$ cat config.mk
export PLATFORM = sky130hd
export DESIGN_NAME = sha1_suffix_search_flat
export DESIGN_NICKNAME = d
export VERILOG_FILES = /design/src/design/sss_pkg.sv /design/src/design/sss_if.sv /design/src/design/sha1_suffix_search.sv /design/src/flat_wrapper.sv
export SDC_FILE = /design/constraint.sdc
export NUM_CORES = 2
export LEC_CHECK = 0
export BUFFER_PORTS_ARGS = -buffer_cell sky130_fd_sc_hd__buf_2
export CORE_MARGIN = 2
export CORE_UTILIZATION = 38
export DETAILED_ROUTE_END_ITERATION = 8
export GPL_TIMING_DRIVEN = 0
export PLACE_DENSITY = 0.56
export SLEW_MARGIN = 10
export SYNTH_ARGS = -nofsm -noshare
export SYNTH_HDL_FRONTEND = slang
export SYNTH_SLANG_ARGS = --single-unit
$ cat constraint.sdc
create_clock -name clk -period 51.8 [get_ports clk]
set_input_delay 5.18 -clock clk [delete_from_list [all_inputs] [get_ports clk]]
set_output_delay 5.18 -clock clk [all_outputs]
set_load 0.03 [all_outputs]
$ cat src/design/sss_pkg.sv
// ----------------------------------------------------------------------------
// sss_pkg
// Shared types and constants for the SHA-1 suffix search block.
// ----------------------------------------------------------------------------
package sss_pkg;

  localparam int MaxSuffix    = 8;
  localparam int AlphabetSize = 10;
  localparam int PrefixBytes  = 64;
  localparam int NumCfgRegs   = 8;
  localparam int CfgWidth     = 64;
  localparam int CfgIdxWidth  = 4;
  localparam int LenWidth     = 4;
  localparam int DigitWidth   = 4;

  localparam logic [31:0] H0 = 32'h67452301;
  localparam logic [31:0] H1 = 32'hEFCDAB89;
  localparam logic [31:0] H2 = 32'h98BADCFE;
  localparam logic [31:0] H3 = 32'h10325476;
  localparam logic [31:0] H4 = 32'hC3D2E1F0;

  localparam logic [7:0] CharBase = 8'h61;

  typedef struct packed {
    logic [0:0]  restart;
    logic [3:0]  suffix_length;
  } in_item_t;

  typedef struct packed {
    logic        found;
    logic [31:0] digest_word_a;
    logic [31:0] digest_word_b;
    logic [31:0] digest_word_c;
    logic [31:0] digest_word_d;
    logic [31:0] digest_word_e;
    logic        last;
    logic        exhausted;
    logic [31:0] tested_count;
  } out_item_t;

  // Round constant by round index
  function automatic logic [31:0] round_k(input logic [6:0] r);
    logic [31:0] k;
    if (r < 7'd20)      k = 32'h5A827999;
    else if (r < 7'd40) k = 32'h6ED9EBA1;
    else if (r < 7'd60) k = 32'h8F1BBCDC;
    else                k = 32'hCA62C1D6;
    return k;
  endfunction

  function automatic logic [31:0] round_f(input logic [6:0] r, input logic [31:0] b,
                                          input logic [31:0] c, input logic [31:0] d);
    logic [31:0] f;
    if (r < 7'd20)      f = (b & c) | (~b & d);
    else if (r < 7'd40) f = b ^ c ^ d;
    else if (r < 7'd60) f = (b & c) | (b & d) | (c & d);
    else                f = b ^ c ^ d;
    return f;
  endfunction

endpackage

$ cat src/design/sss_if.sv
// ----------------------------------------------------------------------------
// sss_in_if / sss_out_if
// Valid/ready channels for the suffix search items.
// ----------------------------------------------------------------------------
interface sss_in_if;
  logic                valid;
  logic                ready;
  sss_pkg::in_item_t   data;
  modport source (output valid, output data, input ready);
  modport sink   (input valid, input data, output ready);
endinterface

interface sss_out_if;
  logic                valid;
  logic                ready;
  sss_pkg::out_item_t  data;
  modport source (output valid, output data, input ready);
  modport sink   (input valid, input data, output ready);
endinterface

$ cat src/design/sha1_suffix_search.sv
// ----------------------------------------------------------------------------
// sha1_suffix_search
// Proof-of-work search: hashes prefix + odometer suffix + 0x00 with SHA-1.
// ----------------------------------------------------------------------------
// Channel   Dir  Item
// in        in   restart, suffix_length
// res       out  found, digest words a..e, last, exhausted, tested_count
// cfg       in   wr_en, wr_index, wr_data (prefix registers)
//
// A hashing step runs two SHA-1 blocks in turn on the single shared round unit,
// each through S_LOAD, the S_ROUND rounds and S_FIN; the result is registered
// in S_FIN of the second block, and the block then returns to S_IDLE.
// Restart and exhausted items give their result in the cycle after acceptance.
// rst is synchronous; the block takes no item while busy or while the result
// register is still full. The message schedule is a 16-word shift window.
module sha1_suffix_search #(
  parameter int ALPHABET_SIZE = sss_pkg::AlphabetSize
) (
  input  logic                              clk,
  input  logic                              rst,
  sss_in_if.sink                            in,
  sss_out_if.source                         res,
  input  logic                              wr_en,
  input  logic [sss_pkg::CfgIdxWidth-1:0]   wr_index,
  input  logic [sss_pkg::CfgWidth-1:0]      wr_data
);

  localparam int MAX_SUFFIX = sss_pkg::MaxSuffix;

  typedef enum logic [3:0] {
    S_IDLE  = 4'b0001,
    S_LOAD  = 4'b0010,
    S_ROUND = 4'b0100,
    S_FIN   = 4'b1000
  } state_t;

  state_t state;
  logic [sss_pkg::CfgWidth-1:0] prefix [sss_pkg::NumCfgRegs];
  logic [sss_pkg::DigitWidth-1:0] digits [MAX_SUFFIX];
  logic [sss_pkg::LenWidth-1:0] active_length;
  logic        run_finished;
  logic [31:0] hash_count;
  logic        blk;              // 0 first block, 1 second
  logic [6:0]  rnd;
  logic [31:0] w [16];
  logic [31:0] a, b, c, d, e;
  logic [31:0] h [5];
  logic        is_last;

  // Config writes
  always_ff @(posedge clk) begin
    if (rst) begin
      for (int i = 0; i < sss_pkg::NumCfgRegs; i++) prefix[i] <= '0;
    end else if (wr_en && wr_index < sss_pkg::CfgIdxWidth'(sss_pkg::NumCfgRegs)) begin
      prefix[wr_index[2:0]] <= wr_data;
    end
  end

  // Message byte at position p of the second 64-byte block of the 128-byte padded message
  function automatic logic [7:0] msg2_byte(input logic [5:0] p,
      input logic [sss_pkg::LenWidth-1:0] len,
      input logic [sss_pkg::DigitWidth-1:0] dg [MAX_SUFFIX]);
    logic [7:0]  v;
    logic [10:0] bits;
    bits = 11'((sss_pkg::PrefixBytes + 32'(len) + 1) * 8);
    v = 8'h00;
    if (32'(p) < 32'(len)) v = sss_pkg::CharBase + 8'(dg[p[2:0]]);
    else if (32'(p) == 32'(len) + 1) v = 8'h80;
    else if (p == 6'd62) v = {5'b0, bits[10:8]};
    else if (p == 6'd63) v = bits[7:0];
    return v;
  endfunction

  // Last suffix detection
  always_comb begin
    is_last = 1'b1;
    for (int i = 0; i < MAX_SUFFIX; i++)
      if (32'(i) < 32'(active_length) && 32'(digits[i]) != ALPHABET_SIZE - 1)
        is_last = 1'b0;
  end

  // Shared round unit
  logic [31:0] wnew, wcur, t_sum;
  assign wnew  = {w[13] ^ w[8] ^ w[2] ^ w[0]} << 1 | (w[13] ^ w[8] ^ w[2] ^ w[0]) >> 31;
  assign wcur  = (rnd < 7'd16) ? w[0] : wnew;
  assign t_sum = {a[26:0], a[31:27]} + sss_pkg::round_f(rnd, b, c, d) + e
                 + sss_pkg::round_k(rnd) + wcur;

  logic in_acc;
  assign in.ready = (state == S_IDLE) && !res.valid;
  assign in_acc   = in.valid && in.ready;

  always_ff @(posedge clk) begin
    if (rst) begin
      state         <= S_IDLE;
      res.valid     <= 1'b0;
      active_length <= '0;
      run_finished  <= 1'b1;
      hash_count    <= '0;
      for (int i = 0; i < MAX_SUFFIX; i++) digits[i] <= '0;
    end else begin
      if (res.valid && res.ready) res.valid <= 1'b0;
      case (state)
        S_IDLE: begin
          if (in_acc) begin
            if (in.data.restart[0]) begin
              active_length <= (32'(in.data.suffix_length) > MAX_SUFFIX)
                             ? sss_pkg::LenWidth'(MAX_SUFFIX) : in.data.suffix_length;
              for (int i = 0; i < MAX_SUFFIX; i++) digits[i] <= '0;
              hash_count   <= '0;
              run_finished <= 1'b0;
              res.data     <= '0;
              res.valid    <= 1'b1;
            end else if (run_finished) begin
              res.data.found         <= 1'b0;
              res.data.digest_word_a <= '0;
              res.data.digest_word_b <= '0;
              res.data.digest_word_c <= '0;
              res.data.digest_word_d <= '0;
              res.data.digest_word_e <= '0;
              res.data.last          <= 1'b0;
              res.data.exhausted     <= 1'b1;
              res.data.tested_count  <= hash_count;
              res.valid              <= 1'b1;
            end else begin
              blk   <= 1'b0;
              h[0] <= sss_pkg::H0; h[1] <= sss_pkg::H1; h[2] <= sss_pkg::H2;
              h[3] <= sss_pkg::H3; h[4] <= sss_pkg::H4;
              state <= S_LOAD;
            end
          end
        end
        S_LOAD: begin
          // fill schedule window and working vars for the current block
          for (int i = 0; i < 16; i++) begin
            if (!blk) w[i] <= prefix[i/2][63-32*(i%2) -: 32];
            else w[i] <= {msg2_byte(6'(4*i), active_length, digits),
                          msg2_byte(6'(4*i+1), active_length, digits),
                          msg2_byte(6'(4*i+2), active_length, digits),
                          msg2_byte(6'(4*i+3), active_length, digits)};
          end
          a <= h[0]; b <= h[1]; c <= h[2]; d <= h[3]; e <= h[4];
          rnd   <= '0;
          state <= S_ROUND;
        end
        S_ROUND: begin
          for (int i = 0; i < 15; i++) w[i] <= w[i+1];
          w[15] <= wcur;
          e <= d; d <= c; c <= {b[1:0], b[31:2]}; b <= a; a <= t_sum;
          rnd <= rnd + 7'd1;
          if (rnd == 7'd79) state <= S_FIN;
        end
        S_FIN: begin
          h[0] <= h[0] + a; h[1] <= h[1] + b; h[2] <= h[2] + c;
          h[3] <= h[3] + d; h[4] <= h[4] + e;
          if (!blk) begin
            blk   <= 1'b1;
            state <= S_LOAD;
          end else begin
            res.data.found         <= (h[0] + a) == 32'd0;
            res.data.digest_word_a <= h[0] + a;
            res.data.digest_word_b <= h[1] + b;
            res.data.digest_word_c <= h[2] + c;
            res.data.digest_word_d <= h[3] + d;
            res.data.digest_word_e <= h[4] + e;
            res.data.last          <= is_last;
            res.data.exhausted     <= 1'b0;
            res.data.tested_count  <= (hash_count == '1) ? hash_count : hash_count + 32'd1;
            if (hash_count != '1) hash_count <= hash_count + 32'd1;
            res.valid <= 1'b1;
            if (is_last) run_finished <= 1'b1;
            else begin
              // ripple increment, least significant is highest active index
              logic carry;
              carry = 1'b1;
              for (int i = MAX_SUFFIX - 1; i >= 0; i--) begin
                if (32'(i) < 32'(active_length) && carry) begin
                  if (32'(digits[i]) + 1 < ALPHABET_SIZE) begin
                    digits[i] <= digits[i] + 1'b1;
                    carry = 1'b0;
                  end else digits[i] <= '0;
                end
              end
            end
            state <= S_IDLE;
          end
        end
        default: state <= S_IDLE;
      endcase
    end
  end

`ifndef SYNTHESIS
  a_busy_not_ready: assert property (@(posedge clk) disable iff (rst)
    state != S_IDLE |-> !in.ready) else $error("ready while hashing");
  a_round_wrap: assert property (@(posedge clk) disable iff (rst)
    (state == S_ROUND && rnd == 7'd79) |=> state == S_FIN) else $error("round count");
  a_found_digest: assert property (@(posedge clk) disable iff (rst)
    res.valid && res.data.found |-> res.data.digest_word_a == 32'd0)
    else $error("found without zero word");
  a_exh_no_hash: assert property (@(posedge clk) disable iff (rst)
    res.valid && res.data.exhausted |-> !res.data.found && !res.data.last)
    else $error("exhausted with hash flags");
`endif

endmodule

$ cat src/flat_wrapper.sv
// flat-port wrapper written by rule: the top's interface ports become plain ports
module sha1_suffix_search_flat 
#(
  parameter int ALPHABET_SIZE = sss_pkg::AlphabetSize
)
  (clk, rst, wr_en, wr_index, wr_data, in_valid, in_data, in_ready, res_valid, res_data, res_ready);
  sss_in_if in_i ();
  sss_out_if res_i ();
  input  logic clk;
  input  logic rst;
  input  logic wr_en;
  input  logic [sss_pkg::CfgIdxWidth-1:0] wr_index;
  input  logic [sss_pkg::CfgWidth-1:0] wr_data;
  input wire logic [$bits(in_i.valid)-1:0] in_valid;
  input wire logic [$bits(in_i.data)-1:0] in_data;
  output wire logic [$bits(in_i.ready)-1:0] in_ready;
  output wire logic [$bits(res_i.valid)-1:0] res_valid;
  output wire logic [$bits(res_i.data)-1:0] res_data;
  input wire logic [$bits(res_i.ready)-1:0] res_ready;
  assign in_i.valid = in_valid;
  assign in_i.data = in_data;
  assign in_ready = in_i.ready;
  assign res_valid = res_i.valid;
  assign res_data = res_i.data;
  assign res_i.ready = res_ready;
  sha1_suffix_search #(.ALPHABET_SIZE(ALPHABET_SIZE)) u_core (.clk(clk), .rst(rst), .in(in_i), .res(res_i), .wr_en(wr_en), .wr_index(wr_index), .wr_data(wr_data));
endmodule
==> out/metrics.yaml <==
slew_headroom: 0.04411
syn-mean-instance-area_um2: 11.48
cts_tree: "done"
pre_cts_slack_ns: 41.16
place_congestion: 0.9627
post_cts_resize_count: 0
critical-path-top-delay-family: "buffers and inverters"
yosysWarningCount: 0
numCtsBuffers: 182
start_util: 0.3811
finalNetCount: 7904
die_width_um: 462.0
grt_pass1_vias: 56790
r2r_start: "u_core.rnd[4]"
pin_count: 275
hpwl_mm: 222.9
grt_max_degree: 56
cts_hold_buf: 0
highest_layer: "met5"
antenna_left: 0
port_buffers: 274
finalHoldViolations: 0
grt_antenna_before_repair: 42
slowest_stage: "nor3_2"
switchingPower_mw: 1.145
period_minus_slack_ns: 9.653
drtPass1Iterations: 7
via_per_inst: 5.666
grt_pass1_wl_mm: 420.1
clock_skew_ns: 0.07024
drc: 0
internal_power_mw: 2.537
p_leak_nw: 33.44
ir_worst_vdd_mv: 0.04269
final_cell_mix: "edfxtp_1 (1515), nand2_1 (981), and2_1 (546), nor2_1 (545), o21ai_0 (478)"
finalCritPeriodShare: 0.1864
path_cells: "buf_2 -> clkbuf_1 -> clkbuf_1 -> clkbuf_1 -> nor3_2 -> buf_4 -> buf_4 -> buf_4 -> buf_4 -> buf_4 -> buf_4 -> buf_6 -> buf_4 -> buf_4 -> buf_4 -> buf_4 -> buf_6"
crit_start: "rst"
synth_nets: 7388
synth_ff_type: "edfxtp_1"
critPathLaunchType: "primary input"
cts.sinks: 1621
dieArea_um2: 213400
seq_area_frac_synth: 0.5974
wire_per_inst_um: 29.00
synth_area_um2: 79710
core_um2: 209200
tns_ns: 0
p_seq_frac: 0.427
wl_mm: 303.2
required_ns: 52.36
gr-total-overflow: 0
cts_buffer_depth: 3
crit_type: "primary input to flip-flop"
synth_cell_types: 89
vias: 59250
p_sw_frac: 0.3109
wl_met3_mm: 26.09
drtIter0Drc: 7121
critPathMaxStageDelay_ns: 0.88
p_per_area_nw_per_um2: 40.08
clk_latency_ns: 0.86
worstMarginPinSlew_ns: 1.419
synthCells: 6944
grt_use_total: 0.2799
status: "completed"
synthArstFlopShare: 0
maxSlewViolCount: 0
path_buf_inv: 16
rows: 168
rsz0062_at_grt: "false"
max_freq_mhz: 103.6
setup_slack_ns: 42.15
setup_viol: 0
cts_htree_levels: 4
clk_pin_slew_ns: 0.06
clock_power_share: 0.365
cts_setup_buffers: 0
crit_top_cell: "buf_4"
die_h_um: 462.0
final_common_cell: "edfxtp_1"
cp.arrival_ns: 10.21
drv_cap: 0
syn2layout_area_growth_pct: 15.23
combinationalPowerShare: 0.208
hp-start: "u_core.digits[9]"
cp_max_fo: 14
endpoint_kind: "flip-flop"
wl_met2_mm: 145.7
synth_edf_count: 1515
ys_seq_elements: 1621
cts_root_buf: "clkbuf_16"
holdCritPathClass: "flip-flop to flip-flop"
layout-drive-gt1-share: 0.08849
drt-met1-wl_mm: 116.2
layout make-up:
class                   count  area, µm²
diodes                     34      85.08
plain buffers             362       1418
clock buffers             243       4990
clock inverters            98       1154
fillers                 19610     117300
inverters                 242      908.4
multi-input cells        4719      29820
flip-flops and latches   1621      47620
well taps                2805       3510
repair buffers            332       2347
logic make-up after synthesis:
| group | Yosys count | synth area share |
|---|---|---|
| and+or+nand+nor | 2524 | 0.1489 |
| DFF | 1621 | 0.5974 |
| AOI/OAI and AO/OA | 1515 | 0.1207 |
| buffers and inverters | 604 | 0.02902 |
| adders and majority gates | 366 | 0.06913 |
| xor gates and xnor gates | 295 | 0.03241 |
| muxes | 19 | 0.002449 |
through the flow:
step / power (mW) / area (µm²) / instances / utilization / hold slack, ns
final: 3.682 / 91850 / 10460 / 0.4392 / 0.5042
after CTS: 3.684 / 91740 / 10420 / 0.4386 / 0.5073
after global routing: 3.802 / 91770 / 10420 / 0.4388 / 0.5368
after detailed placement: 2.352 / 85590 / 10080 / 0.4092 / 0.4997
after global placement: 2.371 / 84590 / 10020 / 0.4045 / 0.4807
after floorplan: 2.073 / 79710 / 6944 / - / 0.4618
cells in the mapped netlist, types with 8 or more instances:
| cell type | count | area [µm²] |
|---|---|---|
| a211oi_1 | 21 | 157.7 |
| a21boi_0 | 9 | 67.56 |
| a21o_1 | 73 | 548.0 |
| a21oi_1 | 349 | 1747 |
| a221oi_1 | 23 | 201.4 |
| a22o_1 | 206 | 1804 |
| a31oi_1 | 46 | 287.8 |
| a32oi_1 | 12 | 105.1 |
| and2_1 | 546 | 3416 |
| and3_1 | 34 | 212.7 |
| and4_1 | 11 | 96.34 |
| buf_1 | 16 | 60.06 |
| buf_2 | 15 | 75.07 |
| clkbuf_1 | 326 | 1224 |
| dfxtp_1 | 106 | 2122 |
| edfxtp_1 | 1515 | 45490 |
| fa_1 | 124 | 2482 |
| ha_1 | 242 | 3028 |
| inv_1 | 240 | 900.9 |
| mux2i_1 | 18 | 180.2 |
| nand2_1 | 982 | 3686 |
| nand2b_1 | 37 | 231.5 |
| nand3_1 | 69 | 345.3 |
| nand3b_1 | 13 | 97.59 |
| nand4_1 | 22 | 137.6 |
| nor2_1 | 547 | 2053 |
| nor2b_1 | 64 | 400.4 |
| nor3_1 | 108 | 540.5 |
| nor3b_1 | 11 | 82.58 |
| nor4_1 | 8 | 50.05 |
| o211ai_1 | 16 | 120.1 |
| o21a_1 | 28 | 210.2 |
| o21ai_0 | 483 | 2417 |
| o21ai_1 | 24 | 120.1 |
| o21bai_1 | 61 | 457.9 |
| o22ai_1 | 38 | 237.7 |
| o31ai_1 | 35 | 262.8 |
| o32a_1 | 13 | 130.1 |
| o32ai_1 | 13 | 113.9 |
| or2_2 | 19 | 118.9 |
| or3_1 | 31 | 193.9 |
| xnor2_1 | 207 | 1813 |
| xor2_1 | 88 | 770.7 |
path summary, 6_finish.rpt:
| kind | end | slack [ns] | depth (start not counted) |
|---|---|---|---|
| max | u_core.res.data[37] | 42.15 | 17 |
| min | u_core.digits[9] | 0.50 | 2 |
| max reg2reg | u_core.a[20] | 43.52 | 25 |
| min reg2reg | u_core.digits[9] | 0.50 | 2 |
per-layer routing:
metal / global-route usage / up-vias
li1: - / 25930
met1: 0.3519 / 29710
met2: 0.4649 / 2994
met3: 0.05269 / 595
met4: 0.1321 / 10
met5: 0 / -
state kept, by name, summed over array words and instances (netlist names):
signal,cells
u_core.a,32
u_core.active_length,4
u_core.b,32
u_core.blk,1
u_core.c,32
u_core.d,32
u_core.digits,32
u_core.e,32
u_core.h,160
u_core.hash_count,32
u_core.prefix,512
u_core.res.data,195
u_core.res.valid,1
u_core.rnd,7
u_core.run_finished,1
u_core.state,4
u_core.w,512
power by group through the flow:
stage,sequential (mW),combinational [mW],clock [mW]
detailed placement,1.60,0.755,0
global route,1.57,0.823,1.41
global placement,1.64,0.736,0
CTS,1.57,0.758,1.36
floorplan,1.64,0.437,0
finish,1.57,0.766,1.34
worst reg2reg max path, stage by stage, from the launching register on:
cell	delay (ns)
edfxtp_1	0.36
clkbuf_1	0.18
and4_1	0.26
nor2_1	0.53
nand2_1	0.55
nand2_1	0.45
buf_1	0.72
nor2_1	0.08
nor2_1	0.25
fa_1	0.50
fa_1	0.51
inv_1	0.05
fa_1	0.57
inv_1	0.06
ha_1	0.29
a21o_1	0.18
a21o_1	0.23
a2111oi_2	0.50
nor3_1	0.14
o31ai_2	0.26
nand2b_1	0.15
o311ai_1	0.33
a311oi_1	0.23
a221oi_2	0.32
xor2_1	0.21
o21ai_1	0.07
Note: power is estimated with default switching activity, not from simulation.
